[src/design/rph_pkg.sv]
// shared types and constants of the ring pixel hit tester
package rph_pkg;

    localparam int PX_W     = 7;
    localparam int PY_W     = 6;
    localparam int SLOT_W   = 4;
    localparam int POS_W    = 16;
    localparam int LEN_W    = 12;
    localparam int HI_W     = 13;
    localparam int D_W      = 17;
    localparam int SQ_W     = 31;
    localparam int D2_W     = 32;
    localparam int HI2_W    = 26;
    localparam int LO2_W    = 24;
    localparam int EDIT_W   = 5;
    localparam int ID_W     = 7;
    localparam int SCR_W    = 11;
    localparam int SCREEN_W = 128;
    localparam int SCREEN_H = 64;

    localparam logic [EDIT_W-1:0] EDIT_RESET = 5'd16;

    typedef enum logic [1:0] {
        OP_TEST  = 2'd0,
        OP_WRITE = 2'd1,
        OP_CLEAR = 2'd2,
        OP_FRAME = 2'd3
    } t_op;

    // pixel test moving down the cell row
    typedef struct packed {
        logic            v;
        logic [PX_W-1:0] px;
        logic [PY_W-1:0] py;
        logic            lit;
    } t_tok;

    // slot write or clear broadcast to every cell
    typedef struct packed {
        logic                    en;
        logic                    clr;
        logic [SLOT_W-1:0]       slot;
        logic signed [POS_W-1:0] cx;
        logic signed [POS_W-1:0] cy;
        logic [HI_W-1:0]         hi;
        logic [LEN_W-1:0]        lo;
        logic                    lo_en;
    } t_wr;

endpackage

[src/design/rph_cell.sv]
// one table slot with its ring test stage
module rph_cell #(
    parameter int IDX = 0
) (
    input  logic                          i_clk,
    input  logic                          i_rst_n,
    input  rph_pkg::t_wr                  i_wr,
    input  logic                          i_blink,
    input  logic [rph_pkg::EDIT_W-1:0]    i_edit_slot,
    input  rph_pkg::t_tok                 i_tok,
    output rph_pkg::t_tok                 o_tok
);

    localparam logic [rph_pkg::ID_W-1:0] CELL_ID = rph_pkg::ID_W'(IDX);

    logic                             r_valid;
    logic signed [rph_pkg::POS_W-1:0] r_cx;
    logic signed [rph_pkg::POS_W-1:0] r_cy;
    logic [rph_pkg::HI_W-1:0]         r_hi;
    logic [rph_pkg::LEN_W-1:0]        r_lo;
    logic                             r_lo_en;

    logic                             r_tv;
    logic [rph_pkg::PX_W-1:0]         r_px;
    logic [rph_pkg::PY_W-1:0]         r_py;
    logic                             r_lit;
    logic [rph_pkg::SQ_W-1:0]         r_dx2;
    logic [rph_pkg::SQ_W-1:0]         r_dy2;
    logic [rph_pkg::HI2_W-1:0]        r_hi2;
    logic [rph_pkg::LO2_W-1:0]        r_lo2;

    logic                             w_sel;
    logic                             w_hidden;
    logic signed [rph_pkg::D_W-1:0]   w_dx;
    logic signed [rph_pkg::D_W-1:0]   w_dy;
    logic signed [2*rph_pkg::D_W-1:0] w_dx2;
    logic signed [2*rph_pkg::D_W-1:0] w_dy2;
    logic [rph_pkg::HI2_W-1:0]        w_hi2;
    logic [rph_pkg::LO2_W-1:0]        w_lo2;
    logic [rph_pkg::D2_W-1:0]         w_d2;
    logic                             w_hit;

    function automatic logic [rph_pkg::D_W-1:0] i_cx_ext(
        input logic signed [rph_pkg::POS_W-1:0] c
    );
        i_cx_ext = {c[rph_pkg::POS_W-1], c};
    endfunction

    assign w_sel    = ({3'b000, i_wr.slot} == CELL_ID);
    assign w_hidden = i_blink && ({2'b00, i_edit_slot} == CELL_ID);

    // pixel and center in q.4, differences fit 17 bits signed
    assign w_dx  = $signed({6'b000000, i_tok.px, 4'b0000}) - $signed({i_cx_ext(r_cx)});
    assign w_dy  = $signed({7'b0000000, i_tok.py, 4'b0000}) - $signed({i_cx_ext(r_cy)});
    assign w_dx2 = w_dx * w_dx;
    assign w_dy2 = w_dy * w_dy;
    assign w_hi2 = rph_pkg::HI2_W'(r_hi) * rph_pkg::HI2_W'(r_hi);
    assign w_lo2 = rph_pkg::LO2_W'(r_lo) * rph_pkg::LO2_W'(r_lo);

    assign w_d2  = {1'b0, r_dx2} + {1'b0, r_dy2};
    assign w_hit = r_valid && !w_hidden
                && (w_d2 <= {6'd0, r_hi2})
                && (!r_lo_en || (w_d2 >= {8'd0, r_lo2}));

    assign o_tok.v   = r_tv;
    assign o_tok.px  = r_px;
    assign o_tok.py  = r_py;
    assign o_tok.lit = r_lit || (r_tv && w_hit);

    always_ff @(posedge i_clk) begin
        if (!i_rst_n) begin
            r_valid <= 1'b0;
            r_tv    <= 1'b0;
        end else begin
            r_tv <= i_tok.v;
            if (i_wr.en && w_sel) begin
                r_valid <= !i_wr.clr;
            end
        end
    end

    always_ff @(posedge i_clk) begin
        if (i_wr.en && w_sel) begin
            r_cx    <= i_wr.cx;
            r_cy    <= i_wr.cy;
            r_hi    <= i_wr.hi;
            r_lo    <= i_wr.lo;
            r_lo_en <= i_wr.lo_en;
        end
        r_px  <= i_tok.px;
        r_py  <= i_tok.py;
        r_lit <= i_tok.lit;
        r_dx2 <= w_dx2[rph_pkg::SQ_W-1:0];
        r_dy2 <= w_dy2[rph_pkg::SQ_W-1:0];
        r_hi2 <= w_hi2;
        r_lo2 <= w_lo2;
    end

endmodule

[config.mk]
export PLATFORM = sky130hd
export DESIGN_NAME = rph_cell
export DESIGN_NICKNAME = d
export VERILOG_FILES = /design/src/design/rph_pkg.sv /design/src/design/rph_cell.sv
export SDC_FILE = /design/constraint.sdc
export NUM_CORES = 2
export LEC_CHECK = 0
export ABC_AREA = 1
export BUFFER_PORTS_ARGS = -buffer_cell sky130_fd_sc_hd__buf_2
export CORE_AREA = 2 2 245 223
export CTS_CLUSTER_SIZE = 40
export DETAILED_ROUTE_END_ITERATION = 6
export DIE_AREA = 0 0 247 225
export GPL_TIMING_DRIVEN = 0
export PLACE_DENSITY = 0.87
export RECOVER_POWER = 25
export SETUP_SLACK_MARGIN = 0.5
export SLEW_MARGIN = 15
export SYNTH_ARGS = -nofsm -noshare
export SYNTH_HDL_FRONTEND = slang
export SYNTH_SLANG_ARGS = --single-unit
[constraint.sdc]
create_clock -name i_clk -period 7.9 [get_ports i_clk]
set_input_delay 0 -clock i_clk [delete_from_list [all_inputs] [get_ports i_clk]]
set_output_delay 0 -clock i_clk [all_outputs]
set_load 0.02 [all_outputs]
==> results_dict.tcl <==
set metrics [dict create \
    dp_slack_ns -0.6282 \
    whs_ns 0.09876 \
    slew_violations 0 \
    synth_cell_type_count 53 \
    antenna_left 0 \
    post_drt_wl_per_cell_um 18.04 \
    cts_tree "yes" \
    violations "DRC" \
    post-route-period-util_pct 95.33 \
    grt_pass1_vias 29040 \
    die_w_um 247 \
    antenna_found_initial 1 \
    holdCritPathClass "in -> reg" \
    wirelength_mm 89.30 \
    fmaxAchievable_mhz 132.8 \
    hold_viol 0 \
    max-cap-violations 0 \
    syn-num-nets 5141 \
    fin_skew_ns 0.02265 \
    netlist_area_um2 34730 \
    fin_util_pct 72.98 \
    grtUsageTotal_pct 32.03 \
    clk_latency_ns 0.53 \
    max_stage_delay_ns 0.57 \
    worstMarginPinSlew_ns 0.8322 \
    vias_per_cell 5.570 \
    dieArea_um2 55580 \
    cp.arrival_ns 7.97 \
    io_buffers 101 \
    syn_area_per_cell_um2 8.671 \
    setup_slack_ns 0.3687 \
    first_pass_iters 7 \
    setup_violations 0 \
    ys_ff_latch 182 \
    path_max_fanout 11 \
    clock-sinks 182 \
    clkTransAtPathRegs_ns 0.09 \
    io_pins 102 \
    core_um2 52750 \
    syn_to_final_growth_pct 10.86 \
    slew_headroom_pct 44.52 \
    die_h_um 225 \
    rsz0062_at_grt "yes" \
    async_flop_share_pct 0 \
    rows 80 \
    synth_edf_count 58 \
    root_buffer "clkbuf_16" \
    start_util_pct 65.83 \
    drc 40 \
    cts_buffer_depth 2 \
    fin_nets 5375 \
    design_area_um2 38500 \
    vias 27570 \
    worstSetupPathType "reg -> reg" \
    post-route-min-period_ns 7.531 \
    cts_inserted_buffers 17 \
    crit_slowest_cell "fa_1" \
    start_kind "register" \
    synth_cells 4005 \
    drive_above_1_share_pct 7.761 \
    endpoint_kind "register" \
    ys_seq_area_share_pct 12.16 \
    placed_area_um2 36130 \
    dp_hpwl_mm 67.41 \
    worst_ep_required_time_ns 8.34 \
    num_antenna_cells 0 \
    grt_max_degree 35 \
    yosysWarnings 0 \
    grt-ovfl-total 0 \
    synthFlopType "dfxtp_1" \
    drtIter0Drc 2697 \
    status "finished with violations" \
    crit_top_cell "fa_1" \
    gp_congestion 0.9436 \
    grt_pass1_wl_mm 139.5 \
    htree_levels 4 \
]
cell usage in the layout, fill, tap and decap left out, drive strengths merged:
cell type	count
inv	1186
nor4	3
o221ai	2
nand2	582
nand3b	5
xnor2	68
a31o	1
edfxtp	58
o21bai	20
a21oi	174
o211ai	5
fa	673
a21o	14
clkinvlp	1
a221oi	3
clkbuf	70
nand3	72
and3	1
a211oi	3
clkinv	11
nor3	25
and2	1
o21ai	75
xor2	110
a41oi	1
a2bb2oi	1
ha	376
o31ai	5
a31oi	15
o21a	5
or2	6
nor2	306
buf	146
nand4	22
dlygate4sd3	76
a21boi	4
dfxtp	124
o2111ai	2
per-stage QoR:
stage,std cells,setup TNS [ns]
2_1_floorplan,4005,0
3_3_place_gp,4803,-6.189
3_5_place_dp,4804,-9.183
4_1_cts,4926,0
5_1_grt,4949,0
6_report,4949,0
cell usage after synthesis (all sizes together) (6+ instances only):
cell type  count  area share (%)
nor2         306             3.4
or2            6            0.11
xnor2         68             1.8
fa           673              39
nand4         22            0.40
nand2        582             6.3
o21ai         75             1.1
a21o          14            0.31
o21bai        20            0.43
edfxtp        58             5.0
a21oi        174             2.6
nor3          25            0.37
xor2         110             2.9
buf           18            0.31
clkbuf        42            0.45
dfxtp        124             7.1
inv         1175              13
a31oi         15            0.27
nand3         72             1.1
ha           376              14
clkinv         8           0.086
cells by family after synthesis:
| group | synth area share, % |
|---|---|
| AND/OR/NAND/NOR | 11.86 |
| AO/OA/AOI/OAI | 5.440 |
| buffers and inverters | 13.55 |
| XOR/XNOR | 4.641 |
| adder cells (fa/ha/maj) | 52.34 |
| flip-flops | 12.16 |
what timing repair did:
item                                   4_1_cts  5_1_grt
pin swaps                                   11       28
hold buffers                                76        0
setup buffers                               14       23
endpoints found under the hold margin       74        0
cloned                                       0        0
resized for setup                           64      140
setup endpoints to repair                   41       30
path summary, 6_finish.rpt:
kind / start / endpoint / slack (ns) / cells past startpoint
max reg2reg: r_cy[0]$_DFFE_PP_ / r_dy2[27]$_DFF_P_ / 0.37 / 32
min reg2reg: r_lo[0]$_DFFE_PP_ / r_lo2[0]$_DFF_P_ / 0.51 / 0
min: i_wr[58] / r_cx[2]$_DFFE_PP_ / 0.1 / 3
max: r_cy[0]$_DFFE_PP_ / r_dy2[27]$_DFF_P_ / 0.37 / 32
worst max-delay path, delay by kind of cell, from the launching register on:
kind                       cells  cell delay, ns
AOI/OAI and AO/OA              5            1.00
buffers and inverters          7            0.67
and+or+nand+nor               10            1.33
adders and majority gates      8            3.55
xor gates and xnor gates       2            0.41
DFF                            1            0.47
flip-flops by register name (all words and copies together), names as in the netlist, 7 cells and up:
name	cells
r_hi	13
r_cx	16
r_dy2	30
r_dx2	30
r_px	7
r_hi2	25
r_cy	16
r_lo2	23
r_lo	12
layout make-up:
type,instances,area (um^2)
clock buffer,17,425.4
inverter,1183,4462
sequential,182,4224
clock inverter,15,157.7
tap,697,872.1
timing repair buffer,215,1554
fill,3414,14250
multi-input combinational,2580,26450
buffer,60,351.6
metal layers:
metal	vias up	share of wire [%]	track usage [%]
met1	13310	38	40.70
li1	12280	-	-
met2	1517	48	53.69
met5	-	0	0
met4	0	5.0	13.04
met3	460	9.0	6.609
Power is left out: the tool's default activity adds up to more than one toggle a clock period on the data nets, which glitch-free logic cannot reach.
